$ cat config.mk
export PLATFORM = sky130hd
export DESIGN_NAME = cmsc_front
export DESIGN_NICKNAME = d
export VERILOG_FILES = /design/src/hdl/cmsc_pkg.sv /design/src/hdl/cmsc_front.sv
export SDC_FILE = /design/constraint.sdc
export NUM_CORES = 2
export LEC_CHECK = 0
export BUFFER_PORTS_ARGS = -buffer_cell sky130_fd_sc_hd__buf_2
export CAP_MARGIN = 15
export CORE_MARGIN = 4
export CORE_UTILIZATION = 60
export DETAILED_ROUTE_END_ITERATION = 10
export PLACE_DENSITY = 0.83
export SLEW_MARGIN = 5
export SYNTH_ARGS = -nofsm -noshare
export SYNTH_HDL_FRONTEND = slang
export SYNTH_SLANG_ARGS = --single-unit
$ cat constraint.sdc
create_clock -name clock -period 17 [get_ports clock]
set_input_delay 3.4 -clock clock [delete_from_list [all_inputs] [get_ports clock]]
set_output_delay 3.4 -clock clock [all_outputs]
set_load 0.02 [all_outputs]
$ cat src/hdl/cmsc_pkg.sv
// Shared types, constants and hash helpers for the count-min sketch block.
// Used by cmsc_front, cmsc_queue, cmsc_back and count_min_sketch_crc_rows.
package cmsc_pkg;

   localparam int MAX_ROWS  = 4;
   localparam int MAX_WIDTH = 1024;
   localparam int POLY_REGS = 4;
   localparam int LANES     = (MAX_ROWS < POLY_REGS) ? MAX_ROWS : POLY_REGS;
   localparam int COL_W     = $clog2(MAX_WIDTH);
   localparam int REM_W     = COL_W + 1;
   localparam int ROWS_W    = 3;
   localparam int WID_W     = 11;
   localparam int KEY_BYTES = 13;
   localparam int KEY_W     = 8 * KEY_BYTES;
   localparam int BCNT_W    = $clog2(KEY_BYTES + 1);
   localparam int MOD_BITS  = 4;
   localparam int MOD_STEPS = 32 / MOD_BITS;
   localparam int MSTEP_W   = $clog2(MOD_STEPS);
   localparam logic [31:0] CRC_ALL_ONES = 32'hFFFF_FFFF;

   // Input actions.
   typedef enum logic [1:0] {
      ACT_UPD_INT  = 2'd0,
      ACT_UPD_FLOW = 2'd1,
      ACT_EST_INT  = 2'd2,
      ACT_EST_FLOW = 2'd3
   } action_type;

   // Register indexes on the configuration port.
   localparam logic [2:0] REG_ROW_COUNT = 3'd0;
   localparam logic [2:0] REG_WIDTH     = 3'd1;
   localparam logic [2:0] REG_POLY_0    = 3'd2;
   localparam logic [2:0] REG_POLY_1    = 3'd3;
   localparam logic [2:0] REG_POLY_2    = 3'd4;
   localparam logic [2:0] REG_POLY_3    = 3'd5;

   typedef enum logic [1:0] {F_IDLE, F_CRC, F_MOD, F_PUSH} front_state_type;
   typedef enum logic [1:0] {B_CLEAR, B_IDLE, B_READ} back_state_type;

   // Configuration as seen by the front end.
   typedef struct packed {
      logic [ROWS_W-1:0]              row_count;
      logic [WID_W-1:0]               width;
      logic [POLY_REGS-1:0][31:0]     poly;
   } cfg_type;

   // One classified item, passed from the front end to the back end.
   typedef struct packed {
      logic                           update;
      logic [31:0]                    amount;
      logic [ROWS_W-1:0]              rows;
      logic [LANES-1:0][COL_W-1:0]    col;
   } job_type;

   // Queue status seen by the producer and the consumer.
   typedef struct packed {
      logic full;
      logic empty;
   } queue_status_type;

   function automatic logic [31:0] bit_rev32(input logic [31:0] v);
      logic [31:0] r;
      for (int b = 0; b < 32; b++) begin
         r[b] = v[31-b];
      end
      return r;
   endfunction

   // One byte through a reflected CRC-32.
   function automatic logic [31:0] crc_byte(input logic [31:0] crc,
                                            input logic [31:0] rpoly,
                                            input logic [7:0]  data);
      logic [31:0] c;
      c = crc ^ {24'd0, data};
      for (int b = 0; b < 8; b++) begin
         c = c[0] ? ((c >> 1) ^ rpoly) : (c >> 1);
      end
      return c;
   endfunction

endpackage

$ cat src/hdl/cmsc_front.sv
// Front end: accepts items, hashes the key for every row and reduces the
// hash to a column. Depends on cmsc_pkg.
module cmsc_front (
   input  logic                    clock,
   input  logic                    reset,
   input  logic                    hold,
   input  cmsc_pkg::cfg_type       cfg,
   input  logic                    req_valid,
   output logic                    req_stall,
   input  logic [1:0]              req_action,
   input  logic [31:0]             req_int_key,
   input  logic [31:0]             req_increment,
   input  logic [31:0]             req_src_ip,
   input  logic [31:0]             req_dst_ip,
   input  logic [7:0]              req_proto,
   input  logic [15:0]             req_src_port,
   input  logic [15:0]             req_dst_port,
   input  cmsc_pkg::queue_status_type qstat,
   output logic                    push,
   output cmsc_pkg::job_type       job
);

   cmsc_pkg::front_state_type state_ff, state_in;
   logic [cmsc_pkg::KEY_W-1:0]                     key_ff, key_in;
   logic [cmsc_pkg::BCNT_W-1:0]                    bcnt_ff, bcnt_in;
   logic [cmsc_pkg::MSTEP_W-1:0]                   mstep_ff, mstep_in;
   logic                                           update_ff, update_in;
   logic [31:0]                                    amount_ff, amount_in;
   logic [cmsc_pkg::ROWS_W-1:0]                    rows_ff, rows_in;
   logic [cmsc_pkg::REM_W-1:0]                     weff_ff, weff_in;
   logic [cmsc_pkg::LANES-1:0][31:0]               rpoly_ff, rpoly_in;
   logic [cmsc_pkg::LANES-1:0][31:0]               crc_ff, crc_in;
   logic [cmsc_pkg::LANES-1:0][cmsc_pkg::COL_W-1:0] rem_ff, rem_in;
   logic                                           accept;
   logic                                           flow;

   assign flow   = req_action[0];
   assign accept = req_valid && !req_stall;

   always_ff @(posedge clock) begin
      if (reset) begin
         state_ff <= cmsc_pkg::F_IDLE;
      end else begin
         state_ff <= state_in;
      end
      key_ff    <= key_in;
      bcnt_ff   <= bcnt_in;
      mstep_ff  <= mstep_in;
      update_ff <= update_in;
      amount_ff <= amount_in;
      rows_ff   <= rows_in;
      weff_ff   <= weff_in;
      rpoly_ff  <= rpoly_in;
      crc_ff    <= crc_in;
      rem_ff    <= rem_in;
   end

   // Sequencer: load, one key byte per cycle, four quotient bits per cycle, push.
   always_comb begin
      logic [cmsc_pkg::REM_W-1:0] r;
      logic [31:0]                d;
      r         = '0;
      d         = '0;
      state_in  = state_ff;
      key_in    = key_ff;
      bcnt_in   = bcnt_ff;
      mstep_in  = mstep_ff;
      update_in = update_ff;
      amount_in = amount_ff;
      rows_in   = rows_ff;
      weff_in   = weff_ff;
      rpoly_in  = rpoly_ff;
      crc_in    = crc_ff;
      rem_in    = rem_ff;
      req_stall = hold || (state_ff != cmsc_pkg::F_IDLE);
      push      = 1'b0;
      unique case (state_ff)
         cmsc_pkg::F_IDLE: begin
            if (accept) begin
               if (flow) begin
                  key_in  = {req_dst_port, req_src_port, req_proto, req_dst_ip, req_src_ip};
                  bcnt_in = cmsc_pkg::BCNT_W'(cmsc_pkg::KEY_BYTES);
               end else begin
                  key_in  = {(cmsc_pkg::KEY_W - 32)'(0), req_int_key};
                  bcnt_in = cmsc_pkg::BCNT_W'(4);
               end
               update_in = !req_action[1];
               amount_in = flow ? 32'd1 : req_increment;
               if (cfg.row_count == '0) begin
                  rows_in = cmsc_pkg::ROWS_W'(1);
               end else if (32'(cfg.row_count) > cmsc_pkg::LANES) begin
                  rows_in = cmsc_pkg::ROWS_W'(cmsc_pkg::LANES);
               end else begin
                  rows_in = cfg.row_count;
               end
               if (cfg.width == '0) begin
                  weff_in = cmsc_pkg::REM_W'(1);
               end else if (32'(cfg.width) > cmsc_pkg::MAX_WIDTH) begin
                  weff_in = cmsc_pkg::REM_W'(cmsc_pkg::MAX_WIDTH);
               end else begin
                  weff_in = cmsc_pkg::REM_W'(cfg.width);
               end
               for (int i = 0; i < cmsc_pkg::LANES; i++) begin
                  rpoly_in[i] = cmsc_pkg::bit_rev32(cfg.poly[i]);
                  crc_in[i]   = cmsc_pkg::CRC_ALL_ONES;
               end
               state_in = cmsc_pkg::F_CRC;
            end
         end
         cmsc_pkg::F_CRC: begin
            for (int i = 0; i < cmsc_pkg::LANES; i++) begin
               crc_in[i] = cmsc_pkg::crc_byte(crc_ff[i], rpoly_ff[i], key_ff[7:0]);
            end
            key_in  = key_ff >> 8;
            bcnt_in = bcnt_ff - cmsc_pkg::BCNT_W'(1);
            if (bcnt_ff == cmsc_pkg::BCNT_W'(1)) begin
               for (int i = 0; i < cmsc_pkg::LANES; i++) begin
                  crc_in[i] = crc_in[i] ^ cmsc_pkg::CRC_ALL_ONES;
                  rem_in[i] = '0;
               end
               mstep_in = '0;
               state_in = cmsc_pkg::F_MOD;
            end
         end
         cmsc_pkg::F_MOD: begin
            // Restoring remainder; the CRC register doubles as the dividend shifter.
            for (int i = 0; i < cmsc_pkg::LANES; i++) begin
               r = {1'b0, rem_ff[i]};
               d = crc_ff[i];
               for (int k = 0; k < cmsc_pkg::MOD_BITS; k++) begin
                  r = {r[cmsc_pkg::COL_W-1:0], d[31]};
                  d = d << 1;
                  if (r >= weff_ff) begin
                     r = r - weff_ff;
                  end
               end
               rem_in[i] = r[cmsc_pkg::COL_W-1:0];
               crc_in[i] = d;
            end
            mstep_in = mstep_ff + cmsc_pkg::MSTEP_W'(1);
            if (mstep_ff == cmsc_pkg::MSTEP_W'(cmsc_pkg::MOD_STEPS - 1)) begin
               state_in = cmsc_pkg::F_PUSH;
            end
         end
         cmsc_pkg::F_PUSH: begin
            if (!qstat.full) begin
               push     = 1'b1;
               state_in = cmsc_pkg::F_IDLE;
            end
         end
         default: begin
            state_in = cmsc_pkg::F_IDLE;
         end
      endcase
   end

   assign job.update = update_ff;
   assign job.amount = amount_ff;
   assign job.rows   = rows_ff;
   assign job.col    = rem_ff;

endmodule

# [Word level (Yosys, flattened, before mapping)]
# Cells that the tools add are included.
[word_totals] out_inout_bits=78 inputBits=318 regBits=456
[op_classes] n_eq_ne=9 n_addsub=18 magnitude_cmp=18 bitwise=40 n_mux=82 reduce_logical=18
[ops] operator="2-to-1 mux 32 bit" n=32
[ops] operator="XOR 31 x 32 -> 32 bit" n=32
[ops] operator="case mux 128 bit (3 select lines)" n=1
[ops] operator="2-to-1 mux 10 bit" n=28
[ops] operator="2-to-1 mux 128 bit" n=2
[ops] operator="2-to-1 mux 104 bit" n=2
[ops] operator="case mux 104 bit (2 select lines)" n=1
[ops] operator=">= comparator 11 bit" n=16
[ops] operator="subtractor 10 bit" n=16
[ops] operator="NOT 32 bit" n=4
[ops] operator="XOR 32 x 8 -> 32 bit" n=4
[ops] operator="case mux 40 bit (2 select lines)" n=1
[ops] operator="2-to-1 mux 40 bit" n=1
[ops] operator="greater-than comparator 11 bit (second input constant)" n=1
[ops] operator="zero test 11 bit" n=1
[ops] operator="2-to-1 mux 11 bit" n=1
[ops] operator="2-to-1 mux 2 bit" n=4
[ops] operator="2-to-1 mux 4 bit" n=2
[ops] operator="inequality test 2 bit (second input constant)" n=4
[ops] operator="case mux 2 bit (4 select lines)" n=1
[ops] operator="case mux 4 bit (2 select lines)" n=1
[ops] operator="AND reduction 2 bit" n=4
[ops] operator="2-to-1 mux 3 bit" n=2
[ops] operator="case mux 3 bit (2 select lines)" n=1
[ops] operator="other kinds (17)" n=23

# [Longest topological paths before layout]
[depth] depth_word=20 depth_mapped=53

# [Worst setup path after synthesis]
# Ideal clock, no wire load.
[synth_path] path_type="flip-flop to flip-flop" start="register state_ff[1]" end="register crc_ff[0] (netlist bit), enable pin" setup_slack_ns=6.056 path_stages_with_launch=7 required_time_ns=16.208 path_buffers=2 setup_ns=0.792 arrival_time_ns=10.152 period_less_slack_ns=10.944 cell_sequence="dfxtp_1 -> inv_1 -> ha_1 -> inv_1 -> clkbuf_1 -> clkbuf_1 -> o21ai_0"
[synth_between] elab_chain_len=6 word_cells_on_any_way=10 classes_between="3 x eq/ne; 7 x reduce/logical"
[synth_rtl] element="start, declared" line_no="cmsc_front.sv:23" source="cmsc_pkg::front_state_type state_ff, state_in;"
[synth_rtl] element="start signal, assigned" line_no="cmsc_front.sv:42" source="state_ff <= cmsc_pkg::F_IDLE;"
[synth_rtl] element="start signal, assigned" line_no="cmsc_front.sv:44" source="state_ff <= state_in;"
[synth_rtl] element="nonzero test 2 bit" line_no="cmsc_front.sv:75" source="req_stall = hold || (state_ff != cmsc_pkg::F_IDLE);"
[synth_rtl] element="logical OR 1 bit" line_no="cmsc_front.sv:75"
[synth_rtl] element="zero test 1 bit" line_no="cmsc_front.sv:38" source="assign accept = req_valid && !req_stall;"
[synth_rtl] element="logical AND 1 bit" line_no="cmsc_front.sv:38"
[synth_rtl] element="inequality test 2 bit (no line)"
[synth_rtl] element="AND reduction 2 bit (no line) (*)"
[synth_rtl] element="end signal, assigned" line_no="cmsc_front.sv:54" source="crc_ff <= crc_in;"
[synth_rtl] element="end, declared" line_no="cmsc_front.sv:32" source="logic [cmsc_pkg::LANES-1:0][31:0] crc_ff, crc_in;"
# Mark *: on every way between the ends. The rest lies on a longest branch, timed or not.
# A chain may end at the register's enable or synchronous reset.

# [Worst setup path in the final report]
[layout_path] start="register weff_ff[1] (netlist bit)" end="register rem_ff (netlist bit job[23]), data pin"
[layout_between] elab_chain_len=12 word_cells_on_any_way=16 classes_between="4 x add/sub; 4 x order compare; 8 x mux"
[layout_rtl] element="start, declared" line_no="cmsc_front.sv:30" source="logic [cmsc_pkg::REM_W-1:0] weff_ff, weff_in;"
[layout_rtl] element="start signal, assigned" line_no="cmsc_front.sv:52" source="weff_ff <= weff_in;"
[layout_rtl] element="subtractor 10 bit or >= comparator 11 bit (tied branches)" line_no="cmsc_front.sv:134, cmsc_front.sv:133"
[layout_rtl] element="2-to-1 mux 10 bit" line_no="cmsc_front.sv:133" source="if (r >= weff_ff) begin"
[layout_rtl] element="2-to-1 mux 10 bit" line_no="cmsc_front.sv:77" source="unique case (state_ff)"
[layout_rtl] element="subtractor 10 bit or >= comparator 11 bit (tied branches)" line_no="cmsc_front.sv:134, cmsc_front.sv:133"
[layout_rtl] element="2-to-1 mux 10 bit" line_no="cmsc_front.sv:133"
[layout_rtl] element="2-to-1 mux 10 bit" line_no="cmsc_front.sv:77"
[layout_rtl] element=">= comparator 11 bit or subtractor 10 bit (tied branches)" line_no="cmsc_front.sv:133, cmsc_front.sv:134"
[layout_rtl] element="2-to-1 mux 10 bit" line_no="cmsc_front.sv:133"
[layout_rtl] element="2-to-1 mux 10 bit" line_no="cmsc_front.sv:77"
[layout_rtl] element="subtractor 10 bit or >= comparator 11 bit (tied branches)" line_no="cmsc_front.sv:134, cmsc_front.sv:133"
[layout_rtl] element="2-to-1 mux 10 bit (*)" line_no="cmsc_front.sv:133"
[layout_rtl] element="case mux 40 bit (2 select lines) (*)" line_no="cmsc_front.sv:77"
[layout_rtl] element="end signal, assigned" line_no="cmsc_front.sv:55" source="rem_ff <= rem_in;"
[layout_rtl] element="end, declared" line_no="cmsc_front.sv:33" source="logic [cmsc_pkg::LANES-1:0][cmsc_pkg::COL_W-1:0] rem_ff, rem_in;"
# Mark *: on every way between the ends. The rest lies on a longest branch, timed or not. The select of a mux whose other input is x is not followed.

==> reports/qor.txt <==
Initial antenna violation count -> 10
Worst-skew pair later-pin latency -> 0.61 ns
All-Layer GR Usage -> 30.1%
Vias in the first global route -> 34400
Clk pin slew, worst setup/hold paths -> 0.06 ns
First-pass GRT wire length -> 185000 um
Mapped Cells -> 4909
# IOs -> 396
Post-CTS sizing -> 0
CTS tree -> done
Synth cell types -> 79
Largest net degree at the start of global routing -> 122
Clock Skew -> 0.0289 ns
Core Box Area -> 0.0706 mm^2
Post-Syn Nets -> 5430
Cell Area, Synth -> 0.0431 mm^2
Gpl congestion -> 0.905
Fin crit period -> 12.50 ns
Setup Crit Path Kind -> reg -> reg
Residual DRC -> 0
DRT Pass-1 Iters -> 6
Setup crit end kind -> flop
Startpoint types -> flop
Largest cells by area after synthesis -> edfxtp_1 32%, xnor2_1 22%, nand2_1 9.0%
Run status -> completed
Routed Antenna Nets -> 0
Critical Path RT -> 17.32 ns
Clk root buf -> clkbuf_16
Share of layout cells above drive strength 1 -> 12.5%
Crit path DAT -> 12.82 ns
Reg-to-Reg End -> job[23]
Drt first-iter violations -> 3615
Grt ovf -> 0
Fmax -> 80.0 MHz
Hold Buf Count CTS -> 0
Finish-stage setup viols -> 0
Final Max Slew Viols -> 0
Crit path launch -> weff_ff[1]
Least-Margin Pin Slew -> 1.18 ns
Post-synth top area share -> 31.7%
Min-Delay Path Class -> reg -> reg
CTS H-Tree Depth -> 2
Final net count -> 5574
Yosys warnings -> 0
Row count -> 97
Yosys top cell by area -> edfxtp_1
Most common cell in the synthesized netlist -> xnor2_1
Final Hold Vio Count -> 0
Unrepaired setup endpoints after global routing -> false
Clock tree buffer depth -> 3
Critical path peak fanout -> 32
Mapped Avg Cell Area -> 8.77 um^2
Post-synthesis sequential area ratio -> 31.7%
WL final -> 118000 um
Sink Count -> 456
Slowest cell on the critical path -> a21oi_1
Area growth, synth to finish -> 9.41%
Period utilization -> 73.5%
Cell mode on critical path -> o21ai_0
FF-to-FF path depth -> 50
Crit Reg-Reg Startpoint -> weff_ff[1]
CP max stage delay -> 0.91 ns
Die width -> 276 um
HP Start -> key_ff[13]
Via density -> 5.90
TNS Setup -> 0 ns
Synth Flop Type -> edfxtp_1
Post-synth top cells -> 1099 x xnor2_1, 1038 x nand2_1, 454 x edfxtp_1, 208 x clkbuf_1, 194 x nor2_1
Rel. slew slack -> 21.2%
EDFF count, synth -> 454
Hpwl dp -> 81400 um
Number of setup buffers added after CTS -> 0
Max Cap Viol -> 0
DR WL/cell -> 19.6 um
Via Count -> 35700
Initial Util -> 61.0%
Die Height -> 276 um
Input/output buffers -> 394
TritonCTS Buffers -> 52
WHS Path Cells -> 2
Reg2Reg Setup Slack -> 4.50 ns
Fraction of registers with async set/reset -> 0%
Die Area -> 0.0761 mm^2
Yosys reg bits -> 456
Critical Path End -> job[23]
==> how the worst min path moves through the flow <==
stage / endpoint / slack (ns)
5_1_grt: key_ff[15] / 0.55
3_3_place_gp: key_ff[9] / 0.50
2_1_floorplan: key_ff[0] / 0.50
6_report: key_ff[5] / 0.53
3_5_place_dp: key_ff[5] / 0.51
4_1_cts: key_ff[5] / 0.53
==> metrics by stage <==
step | hold slack, ns | util, % | setup WS [ns] | instances | instance area, um^2
floorplan | 0.500 | - | 6.06 | 4909 | 43100
global placement | 0.503 | 64.2 | 5.19 | 5937 | 45300
detailed placement | 0.514 | 64.2 | 4.84 | 5937 | 45300
CTS | 0.530 | 66.6 | 4.76 | 6034 | 47100
global route | 0.553 | 66.7 | 3.27 | 6042 | 47100
finish | 0.529 | 66.7 | 4.50 | 6042 | 47100
==> layer usage <==
metal | global-route usage, % | share of wire, % | wire length (um) | vias up
met5 | 0 | 0.037 | 44 | -
met3 | 5.14 | 9.0 | 10600 | 248
met2 | 49.7 | 47 | 55300 | 1696
li1 | - | - | - | 16900
met1 | 39.8 | 40 | 47600 | 16800
met4 | 11.4 | 3.9 | 4570 | 6
==> state kept, by name, indices dropped and copies added (netlist names), 3 cells and up <==
signal and count:
amount_ff 32, bcnt_ff 4, crc_ff 128, job 40, key_ff 104, mstep_ff 3, rows_ff 3, rpoly_ff 128
weff_ff 11
==> worst max-delay path, delay by kind of cell (launching register included) <==
kind | cells | cell delay, ns
AO/OA/AOI/OAI | 34 | 7.67
adder cells (fa/ha/maj) | 4 | 1.26
buffers and inverters | 3 | 0.79
flip-flops | 1 | 0.39
multiplexers | 3 | 1.21
AND/OR/NAND/NOR | 6 | 0.90
==> cell type report <==
type	instances	area, um^2
antenna	6	15.0
clock buffer	58	1350
clock inverter	39	399
fill	5515	23500
inverter	179	679
multi-input combinational	3906	27400
sequential	456	13700
tap	940	1180
timing repair buffer	458	2470
==> logic make-up (layout without fill, tap and decap cells) <==
kind of cell	count (synthesis)	after routing	synth area share, %
adder cells (fa/ha/maj)	203	203	6.18
XOR/XNOR	1237	1237	25.7
AND/OR/NAND/NOR	1593	1593	15.8
AO/OA/AOI/OAI	733	733	11.9
buffers and inverters	547	734	5.36
multiplexers	140	140	3.33
other	0	6	0
flip-flops	456	456	31.7
==> layout by cell type (no fill, tap or decap), types with 53 or more instances in the layout <==
cell	n
buf_4	62
a22o_1	64
edfxtp_1	454
nand2_1	1037
mux2i_1	113
buf_2	394
nor2_1	189
nor2b_1	65
nand3_1	87
a21oi_1	137
clkbuf_16	53
xnor2_1	1089
a221o_1	85
inv_1	173
xor2_1	113
ha_1	185
o21ai_0	171
Power is not shown: default switching activity piles up to over one toggle a cycle in this logic, so the estimate is an artifact.
