## src/hdl/cmsc_pkg.sv

```systemverilog
// Shared types, constants and hash helpers for the count-min sketch block.
// Used by cmsc_front, cmsc_queue, cmsc_back and count_min_sketch_crc_rows.
package cmsc_pkg;

   localparam int MAX_ROWS  = 4;
   localparam int MAX_WIDTH = 1024;
   localparam int POLY_REGS = 4;
   localparam int LANES     = (MAX_ROWS < POLY_REGS) ? MAX_ROWS : POLY_REGS;
   localparam int COL_W     = $clog2(MAX_WIDTH);
   localparam int REM_W     = COL_W + 1;
   localparam int ROWS_W    = 3;
   localparam int WID_W     = 11;
   localparam int KEY_BYTES = 13;
   localparam int KEY_W     = 8 * KEY_BYTES;
   localparam int BCNT_W    = $clog2(KEY_BYTES + 1);
   localparam int MOD_BITS  = 4;
   localparam int MOD_STEPS = 32 / MOD_BITS;
   localparam int MSTEP_W   = $clog2(MOD_STEPS);
   localparam logic [31:0] CRC_ALL_ONES = 32'hFFFF_FFFF;

   // Input actions.
   typedef enum logic [1:0] {
      ACT_UPD_INT  = 2'd0,
      ACT_UPD_FLOW = 2'd1,
      ACT_EST_INT  = 2'd2,
      ACT_EST_FLOW = 2'd3
   } action_type;

   // Register indexes on the configuration port.
   localparam logic [2:0] REG_ROW_COUNT = 3'd0;
   localparam logic [2:0] REG_WIDTH     = 3'd1;
   localparam logic [2:0] REG_POLY_0    = 3'd2;
   localparam logic [2:0] REG_POLY_1    = 3'd3;
   localparam logic [2:0] REG_POLY_2    = 3'd4;
   localparam logic [2:0] REG_POLY_3    = 3'd5;

   typedef enum logic [1:0] {F_IDLE, F_CRC, F_MOD, F_PUSH} front_state_type;
   typedef enum logic [1:0] {B_CLEAR, B_IDLE, B_READ} back_state_type;

   // Configuration as seen by the front end.
   typedef struct packed {
      logic [ROWS_W-1:0]              row_count;
      logic [WID_W-1:0]               width;
      logic [POLY_REGS-1:0][31:0]     poly;
   } cfg_type;

   // One classified item, passed from the front end to the back end.
   typedef struct packed {
      logic                           update;
      logic [31:0]                    amount;
      logic [ROWS_W-1:0]              rows;
      logic [LANES-1:0][COL_W-1:0]    col;
   } job_type;

   // Queue status seen by the producer and the consumer.
   typedef struct packed {
      logic full;
      logic empty;
   } queue_status_type;

   function automatic logic [31:0] bit_rev32(input logic [31:0] v);
      logic [31:0] r;
      for (int b = 0; b < 32; b++) begin
         r[b] = v[31-b];
      end
      return r;
   endfunction

   // One byte through a reflected CRC-32.
   function automatic logic [31:0] crc_byte(input logic [31:0] crc,
                                            input logic [31:0] rpoly,
                                            input logic [7:0]  data);
      logic [31:0] c;
      c = crc ^ {24'd0, data};
      for (int b = 0; b < 8; b++) begin
         c = c[0] ? ((c >> 1) ^ rpoly) : (c >> 1);
      end
      return c;
   endfunction

endpackage

```

## src/hdl/cmsc_queue.sv

```systemverilog
// Two-entry queue of classified items between the front and back ends.
// Depends on cmsc_pkg.
module cmsc_queue (
   input  logic                       clock,
   input  logic                       reset,
   input  logic                       push,
   input  cmsc_pkg::job_type          push_job,
   input  logic                       pop,
   output cmsc_pkg::job_type          head,
   output cmsc_pkg::queue_status_type status
);

   cmsc_pkg::job_type slot_ff [2];
   logic              wptr_ff, wptr_in;
   logic              rptr_ff, rptr_in;
   logic [1:0]        count_ff, count_in;

   always_comb begin
      wptr_in  = push ? !wptr_ff : wptr_ff;
      rptr_in  = pop ? !rptr_ff : rptr_ff;
      count_in = count_ff + {1'b0, push} - {1'b0, pop};
   end

   always_ff @(posedge clock) begin
      if (reset) begin
         wptr_ff  <= 1'b0;
         rptr_ff  <= 1'b0;
         count_ff <= 2'd0;
      end else begin
         wptr_ff  <= wptr_in;
         rptr_ff  <= rptr_in;
         count_ff <= count_in;
      end
      if (push) begin
         slot_ff[wptr_ff] <= push_job;
      end
   end

   assign head         = slot_ff[rptr_ff];
   assign status.full  = (count_ff == 2'd2);
   assign status.empty = (count_ff == 2'd0);

endmodule

```

## config.mk

```make
export PLATFORM = sky130hd
export DESIGN_NAME = cmsc_queue
export DESIGN_NICKNAME = d
export VERILOG_FILES = /design/src/hdl/cmsc_pkg.sv /design/src/hdl/cmsc_queue.sv
export SDC_FILE = /design/constraint.sdc
export NUM_CORES = 1
export LEC_CHECK = 0
export ABC_AREA = 1
export BUFFER_PORTS_ARGS = -buffer_cell sky130_fd_sc_hd__clkbuf_2
export CORE_ASPECT_RATIO = 1.2
export CORE_MARGIN = 5
export CORE_UTILIZATION = 45
export DETAILED_ROUTE_END_ITERATION = 12
export GPL_ROUTABILITY_DRIVEN = 0
export GPL_TIMING_DRIVEN = 0
export PLACE_DENSITY = 0.74
export SETUP_SLACK_MARGIN = 0.5
export SLEW_MARGIN = 10
export SYNTH_ARGS = -nofsm -noshare
export SYNTH_HDL_FRONTEND = slang
export SYNTH_SLANG_ARGS = --single-unit
```

## constraint.sdc

```tcl
create_clock -name clock -period 4.3 [get_ports clock]
set_input_delay 0.215 -clock clock [delete_from_list [all_inputs] [get_ports clock]]
set_output_delay 0.215 -clock clock [all_outputs]
set_load 0.05 [all_outputs]
```

---- Word level (Yosys, flattened, before mapping) ----
Memory sizes are Yosys's and may differ from the RTL's. A register that Yosys moved wholly into a read port is not among the register bits.
Cells that the tools add are included.
word-level totals
  bits in registers ....................... 4
  RAM bits ................................ 152
  input port bits ......................... 80
  output and inout bits ................... 78
  word-level logic and storage cells ...... 14
  memories kept ........................... 1
memory list
  name     depth  bits a word  rd ports  clocked after memory_dff  write ports  RTL line          text
  slot_ff  2      76           1         1                         1            cmsc_queue.sv:13  cmsc_pkg::job_type slot_ff [2];
operators by class
  add/subtract/negate cells ............... 2
  eq/ne operators ......................... 1
  mux-type cells .......................... 4
  reductions and logical operators ........ 3
operators by type and width
  cell                count
  $mux 1              4
  $add 2x1->2         1
  $eq 2x2->1 const B  1
  $logic_not 1->1     2
  $logic_not 2->1     1
  $sub 2x1->2         1

---- Longest topological paths before layout ----
Gate-level depths: netlist (run 1).
  word-level depth ........................ 3
  mapped depth ............................ 7

---- Least setup slack after synthesis (run 1) ----
OpenSTA, ideal clock, no wires.
  path kind ............................... reg-to-reg
  from .................................... register wptr_ff
  to ...................................... memory slot_ff[0][0] (netlist name) (enable)
  setup time .............................. 0.513 ns
  arrival time ............................ 3.489 ns
  data required time ...................... 3.787 ns
  slack ................................... 0.299 ns
  cell stages (with the launch flop) ...... 2
  path through ............................ dfxtp_1 -> nor2_1
RTL lines
  element                 RTL line          text
  from (decl)             cmsc_queue.sv:14  logic wptr_ff, wptr_in;
  from (signal assigned)  cmsc_queue.sv:30  wptr_ff <= wptr_in;
  to (decl)               cmsc_queue.sv:13
No word-level cell before the write port.

==> summary.md, run 1 <==
| Metric | Value |
|---|---|
| Result of the run | finished, final reports clean |
| Synthesis-stage register bit count | about 160 |
| DR pass1 iterations | 4 |
| Global-route wire length before repair | ~19 mm |
| Core utilization of the finished layout | between 60 and 70% |
| Detailed-route DRC error count | 0 |
| Critical path arrival | about 1.8 ns |
| Final-report setup violation count | 0 |
| Share of layout cells above drive strength 1 | approximately 50% |
| CTS buffer count | 17 |
| Relative max-transition margin | 44.0% |
| Largest vdd supply drop | 0.221 mV |
| Time the worst path needs with I/O delays and setup | between 1.5 and 2 ns |
| Max Freq | just over 500 MHz |
| X dimension of the die | ~110 µm |
| Final nets | slightly above 600 |
| Power Dens Cells | about 470 nW/µm² |
| Crit path max-delay cell type | sky130_fd_sc_hd__dfxtp_1 |
| Leakage power total | 3.29 nW |
| Instance count of the mapped netlist | 267 |
| Worst min-delay path category | input port to flip-flop |
| Synthesized cell area | 5860 µm² |
| Core outline area | 12700 µm² |
| Total global routing track utilization | 15.8% |
| Sequential area share after synthesis | 79.6% |
| Worst path bufs/invs | 3 |
| Total clock sinks | about 160 |
| Starting density of the core | 46.1% |
| Total routed wirelength | about 12 mm |
| Maximum clock insertion buffer count | 2 |
| Clock H-tree levels | 4 |
| Slowest stage delay, CP | approximately 0.36 ns |
| Category of the most critical setup path | flip-flop to primary output |
| Synthesis Warnings | 0 |
| Post-Route Skew | about 0.0095 ns |
| Dpl hpwl | 7.59 mm |
| Unique masters post-synth | 15 |
| Number of buffers added on ports | between 150 and 200 |
| Crit path cell chain | buf_4 > buf_6 > mux2_4 > clkbuf_2 |
| Slew of the pin with the lowest slew margin | roughly 0.84 ns |
| Period Utilization, post-route | 46.1% |
| Die outline area | between 15000 and 20000 µm² |
| Drt initial violations | 144 |
| Worst-skew pair later-pin latency | approximately 0.41 ns |
| CTS tree | yes |
| Critical Path Sink Type | primary output |
| Vertical die dimension | roughly 140 µm |
| Required @ worst endpoint | a little over 4 ns |
| Number of nets in the synthesized netlist | 349 |
| Placement row count | 45 |
| Highest fanout seen on the critical path | 10 |
| Largest net degree at the start of global routing | 46 |
| DP Area | approximately 6900 µm² |
| Routed via count | between 3000 and 4000 |
| Cell family with the largest share of critical-path delay | buffers and inverters |
| Average wire length per cell after detail routing | around 17 µm |
| Antenna violations before repair | 0 |
| Max Slew Vio Count | 0 |
| Total global routing overflow | 0 |
| Buffer cell driving the clock tree root | sky130_fd_sc_hd__clkbuf_16 |
| Critical path startpoint category | flip-flop |
| Number of ports placed on the die boundary | roughly 160 |
| Number of filler instances in the final layout | around 900 |
| Final hold violations | 0 |
| Post-route design area | 8230 µm² |
| Count of inserted antenna diode cells | 0 |
| Setup tns final | 0 ns |
| Mean post-synth cell area | between 20 and 25 µm² |
| Synth-to-Final Area Change | 40.4% |
| Post-route ant nets | 0 |
| Clock-pin slew on the worst setup and hold paths | 0.07 ns |
| Unrepaired setup endpoints after global routing | no |
| Vias in the first global route | 3702 |
| Post-CTS setup buffer count | 0 |
| Max Cap Violations | 0 |
| Vias/cell | roughly 4.7 |
[worst reg2reg max path, delay by kind of cell (launching register included)]
kind | cells | cell delay [ns]
flip-flops | 1 | 0.34
buffers and inverters | 1 | 0.28
AND/OR/NAND/NOR | 1 | 0.67
[placed cells by master (no fill, tap or decap), types with 2 or more instances in the layout]
cell / count
sky130_fd_sc_hd__dlygate4sd3_1: 76
sky130_fd_sc_hd__clkbuf_2: 157
sky130_fd_sc_hd__mux2_4: 40
sky130_fd_sc_hd__mux2_2: 36
sky130_fd_sc_hd__clkbuf_16: 17
sky130_fd_sc_hd__inv_6: 4
sky130_fd_sc_hd__nand2_1: 4
sky130_fd_sc_hd__nor2_1: 7
sky130_fd_sc_hd__buf_12: 2
sky130_fd_sc_hd__inv_8: 2
sky130_fd_sc_hd__clkinvlp_4: 3
sky130_fd_sc_hd__edfxtp_1: 152
sky130_fd_sc_hd__clkinv_4: 2
sky130_fd_sc_hd__dfxtp_1: 5
sky130_fd_sc_hd__clkinv_1: 3
sky130_fd_sc_hd__buf_6: 4
sky130_fd_sc_hd__buf_2: 3
sky130_fd_sc_hd__inv_1: 7
sky130_fd_sc_hd__ha_1: 2
[report_power, final]
| part | total, mW | switching, mW | leakage, nW | internal (mW) |
|---|---|---|---|---|
| clock | 1.36 | 0.609 | 0.257 | 0.747 |
| combinational | 0.689 | 0.447 | 1.56 | 0.242 |
| sequential | 1.79 | 0.0228 | 1.47 | 1.77 |
[flip-flops by register name, summed over array words and instances, names as in the netlist, named ones only]
signal	cells
wptr_ff	1
count_ff	2
slot_ff	152
rptr_ff	1
[metrics by stage]
step           cells  hold slack [ns]  total power, mW  setup WS, ns
3_3_place_gp     588            0.403             2.44         0.525
6_report         699           0.0290             3.84          2.32
5_1_grt          699           0.0265             3.98          2.19
4_1_cts          699          0.00724             3.88          2.27
3_5_place_dp     591            0.408             2.46          2.59
2_1_floorplan    267            0.286             2.30          1.56
[cell usage after synthesis]
cell type                  instances  area (µm²)
sky130_fd_sc_hd__edfxtp_1        152        4560
sky130_fd_sc_hd__mux2_4           40         601
sky130_fd_sc_hd__mux2_2           36         405
sky130_fd_sc_hd__inv_1             8        30.0
sky130_fd_sc_hd__nor2_1            8        30.0
sky130_fd_sc_hd__dfxtp_1           5         100
sky130_fd_sc_hd__buf_6             4        45.0
sky130_fd_sc_hd__nand2_1           4        15.0
sky130_fd_sc_hd__buf_2             3        15.0
sky130_fd_sc_hd__ha_1              2        25.0
sky130_fd_sc_hd__a21oi_1           1        5.00
sky130_fd_sc_hd__buf_4             1        7.51
sky130_fd_sc_hd__nand3_1           1        5.00
sky130_fd_sc_hd__nor3_1            1        5.00
sky130_fd_sc_hd__xnor2_1           1        8.76
[worst paths after layout]
kind / from / depth (start not counted) / slack [ns] / endpoint
worst min register to register: rptr_ff / 2 / 0.52 / rptr_ff
worst min-delay path: reset / 2 / 0.03 / count_ff[0]
worst max register to register: wptr_ff / 2 / 2.68 / slot_ff[0][42]
worst max-delay path: flip-flop / 4 / 2.32 / head[73]
[routing by layer]
layer / up-vias / wire, µm / global-route usage (%)
li1: 1556 / - / -
met1: 1618 / 4530 / 17.5
met2: 116 / 6360 / 28.9
met3: 18 / 689 / 4.39
met4: 0 / 167 / 5.54
met5: - / 0 / 0
[final cells by class]
class	instances	area, µm²	share of cell area [%]
Multi-Input combinational cell	94	1110	13.5
Timing Repair Buffer	236	1610	19.6
Buffer	8	67.6	0.821
Inverter	8	32.5	0.395
Tap cell	164	205	2.49
Sequential cell	157	4660	56.7
Clock inverter	15	114	1.38
Clock buffer	17	425	5.17
[timing repair]
action / 4_1_cts / 5_1_grt
setup endpoints to repair: 0 / 0
resized for setup: 0 / 0
endpoints found under the hold margin: 152 / 0
hold buffers: 76 / 0
[logic make-up after synthesis]
| family | Yosys count | synth area share, % |
|---|---|---|
| flip-flops | 157 | 79.6 |
| AND/OR/NAND/NOR | 14 | 0.939 |
| AO/OA/AOI/OAI | 1 | 0.0853 |
| multiplexers | 76 | 17.2 |
| buffers and inverters | 16 | 1.66 |
| adder cells (fa/ha/maj) | 2 | 0.427 |
| XOR/XNOR | 1 | 0.149 |
(Power assumes the default switching activity.)
==> run 2, diff against run 1 <==
--- a/config.mk
+++ b/config.mk
@@ -13,7 +13,7 @@
 export DETAILED_ROUTE_END_ITERATION = 12
 export GPL_ROUTABILITY_DRIVEN = 0
 export GPL_TIMING_DRIVEN = 0
-export PLACE_DENSITY = 0.74
+export PLACE_DENSITY = 0.71
 export SETUP_SLACK_MARGIN = 0.5
 export SLEW_MARGIN = 10
 export SYNTH_ARGS = -nofsm -noshare
==> constraint.sdc (replaced) <==
create_clock -name clock -period 2 [get_ports clock]
set_input_delay 0.1 -clock clock [delete_from_list [all_inputs] [get_ports clock]]
set_output_delay 0.1 -clock clock [all_outputs]
set_load 0.05 [all_outputs]
==> summary.md, run 2 (synthesis gave the netlist of run 1 again) <==
| Metric | Value |
|---|---|
| Detailed-route DRC error count | 0 (unchanged) |
| Flop pwr share | 42.4% (-4.3 points) |
| Post-layout instance count excluding filler cells | 710 (+1.6%) |
| Synth-to-Final Area Change | 54.2% |
| Leakage power total | 3.59 nW (+9.2%) |
| Power Dens Cells | 1010 nW/µm² (+120%) |
| Share of layout cells above drive strength 1 | 52.3% (+0.89 points) |
| Vertical die dimension | 135 µm (unchanged) |
| Placement row count | 45 (unchanged) |
| Die outline area | 15400 µm² (unchanged) |
| Starting density of the core | 46.1% (unchanged) |
| Slew of the pin with the lowest slew margin | 0.702 ns (-0.137 ns) |
| Largest net degree at the start of global routing | 32 (-30%) |
| Number of ports placed on the die boundary | 158 (unchanged) |
| Largest registers ranked by flip-flop count | slot_ff x152, count_ff x2 |
| Critical path arrival | 1.57 ns (-0.20 ns) |
| Max Cap Violations | 0 (unchanged) |
| Required @ worst endpoint | 1.90 ns (-2.19 ns) |
| Clock-pin slew on the worst setup and hold paths | 0.06 ns (about the same) |
| Average wire length per cell after detail routing | 17.9 µm (+6.8%) |
| Slowest stage delay, CP | 0.37 ns (about the same) |
| Clock H-tree levels | 4 (unchanged) |
| Vias in the first global route | 3753 (+1.4%) |
| Unrepaired setup endpoints after global routing | yes |
| Drt initial violations | 139 (-3.5%) |
| Max Slew Vio Count | 0 (unchanged) |
| Number of buffers added on ports | 157 (unchanged) |
| X dimension of the die | 114 µm (unchanged) |
| Post-Route Skew | 0.00448 ns (-0.00499 ns) |
| Category of the most critical setup path | flip-flop to primary output |
| Worst-skew pair later-pin latency | 0.40 ns (about the same) |
| Result of the run | finished, final reports clean |
| CTS buffer count | 17 (unchanged) |
| Crit path cell chain | buf_12 > buf_12 > mux2_4 > clkbuf_8 |
| DP Area | 6950 µm² (+0.25%) |
| Max Freq | 600 MHz |
| Cell repeated most along the worst path | sky130_fd_sc_hd__buf_12 |
| Largest vdd supply drop | 0.483 mV (+120%) |
| Core outline area | 12700 µm² (unchanged) |
| Cell count after placement | 592 (+0.17%) |
| Int Power | 6.80 mW (+150%) |
| Most common cell after layout, fill and taps aside | sky130_fd_sc_hd__edfxtp_1 |
| Post-route ant nets | 0 (unchanged) |
| Period Utilization, post-route | around 83% |
| Total global routing overflow | 0 (unchanged) |
| DR pass1 iterations | 4 (unchanged) |
| CTS tree | yes |
| Maximum clock insertion buffer count | 2 (unchanged) |
| Time the worst path needs with I/O delays and setup | 1.67 ns |
| Routed via count | 3396 (+2.7%) |
| Vias/cell | 4.78 (+1.1%) |
| Relative max-transition margin | 53.1% (+9.2 points) |
| Buffer cell driving the clock tree root | sky130_fd_sc_hd__clkbuf_16 |
| Global-route wire length before repair | 19.9 mm (+6.6%) |
| Final hold violations | 0 (unchanged) |
| Commonest cells after routing, fill and taps aside | sky130_fd_sc_hd__edfxtp_1, sky130_fd_sc_hd__clkbuf_2, sky130_fd_sc_hd__dlygate4sd3_1 |
| Share of total power in the clock network | 38.1% (+2.8 points) |
| Final nets | 615 (+1.8%) |
| Final-report setup violation count | 0 (unchanged) |
| Total global routing track utilization | 17.0% (+1.2 points) |
| Worst path bufs/invs | 3 (unchanged) |
| Critical Path Sink Type | primary output |
| Dpl hpwl | 7.48 mm (-1.5%) |
| Max FFs per register | 152 (unchanged) |
| Post-route design area | 9040 µm² (+9.8%) |
| Net switching power | 2.30 mW (+110%) |
| Share of total power consumed by net switching | 25.3% (-2.8 points) |
| Critical path startpoint category | flip-flop |
| Antenna violations before repair | 0 (unchanged) |
| Highest fanout seen on the critical path | 10 (unchanged) |
| Total routed wirelength | 12.7 mm (+8.5%) |
| Largest register by flop count | slot_ff |
| Worst min-delay path category | input port to flip-flop |
| Comb power frac | 19.5% (+1.6 points) |
| Core utilization of the finished layout | 71.0% (+6.4 points) |
| Cell family with the largest share of critical-path delay | buffers and inverters |
| Total clock sinks | 157 (unchanged) |
| Crit path max-delay cell type | sky130_fd_sc_hd__dfxtp_4 |
run 2: changes by cell type in the layout (fill, tap and decap cells not counted), moves of 4 or more:
| cell | change |
|---|---|
| sky130_fd_sc_hd__clkbuf_4 | +25 |
| sky130_fd_sc_hd__bufinv_16 | +5 |
| sky130_fd_sc_hd__clkbuf_8 | +40 |
| sky130_fd_sc_hd__clkbuf_2 | -76 |
| sky130_fd_sc_hd__buf_8 | +4 |
| sky130_fd_sc_hd__buf_12 | +8 |
| sky130_fd_sc_hd__mux2_2 | -6 |
| sky130_fd_sc_hd__mux2_4 | +6 |
| sky130_fd_sc_hd__dlygate4sd3_1 | +4 |
| sky130_fd_sc_hd__buf_4 | +10 |
run 2: path summary, 6_finish.rpt:
kind / from / endpoint / slack (ns) / depth (start not counted)
setup / recovery: flip-flop / head[72] / 0.33 / 4
hold / removal: push_job[9] / slot_ff[0][9] / 0.42 / 2
setup reg to reg: wptr_ff / slot_ff[0][11] / 0.70 / 1
hold reg to reg: rptr_ff / rptr_ff / 0.54 / 2
run 2: layer usage:
metal  GRT usage (%)  part of all wire, %
met5               0                    0
met4            7.19                  2.3
met3            4.08                  6.2
met2            30.2                   53
met1            19.4                   38
run 2: power by group through the flow:
stage | combinational, mW | sequential [mW] | clock (mW)
final | 1.77 | 3.86 | 3.47
after global routing | 1.85 | 3.87 | 3.70
after CTS | 1.75 | 3.86 | 3.52
after detailed placement | 1.38 | 3.93 | 0
after global placement | 1.34 | 3.92 | 0
after floorplan | 1.03 | 3.91 | 0
run 2: metrics by stage:
step           setup slack (ns)  power (mW)  hold WS, ns  setup TNS [ns]
3_5_place_dp              0.419        5.30        0.293               0
2_1_floorplan             0.102        4.95        0.171               0
3_3_place_gp             -0.636        5.26        0.288          -87.60
5_1_grt                   0.281        9.43        0.414               0
6_report                  0.332        9.10        0.424               0
4_1_cts                   0.320        9.13        0.405               0
run 2: final cells by class:
type	instances	area, µm²
Clock inverter	13	213
Multi-Input combinational cell	95	1140
Buffer	8	126
Sequential cell	157	4670
Timing Repair Buffer	246	2220
Antenna cell	1	2.50
Fill cell	787	3680
Inverter	8	33.8
Tap cell	164	205
Clock buffer	18	429
run 2: repair_timing:
item,CTS,global route
buffers inserted,1,4
hold buffers,80,0
pin swaps,1,1
hold endpoints to repair,156,0
cloned,1,0
setup endpoints to repair,132,193
resized for setup,146,10
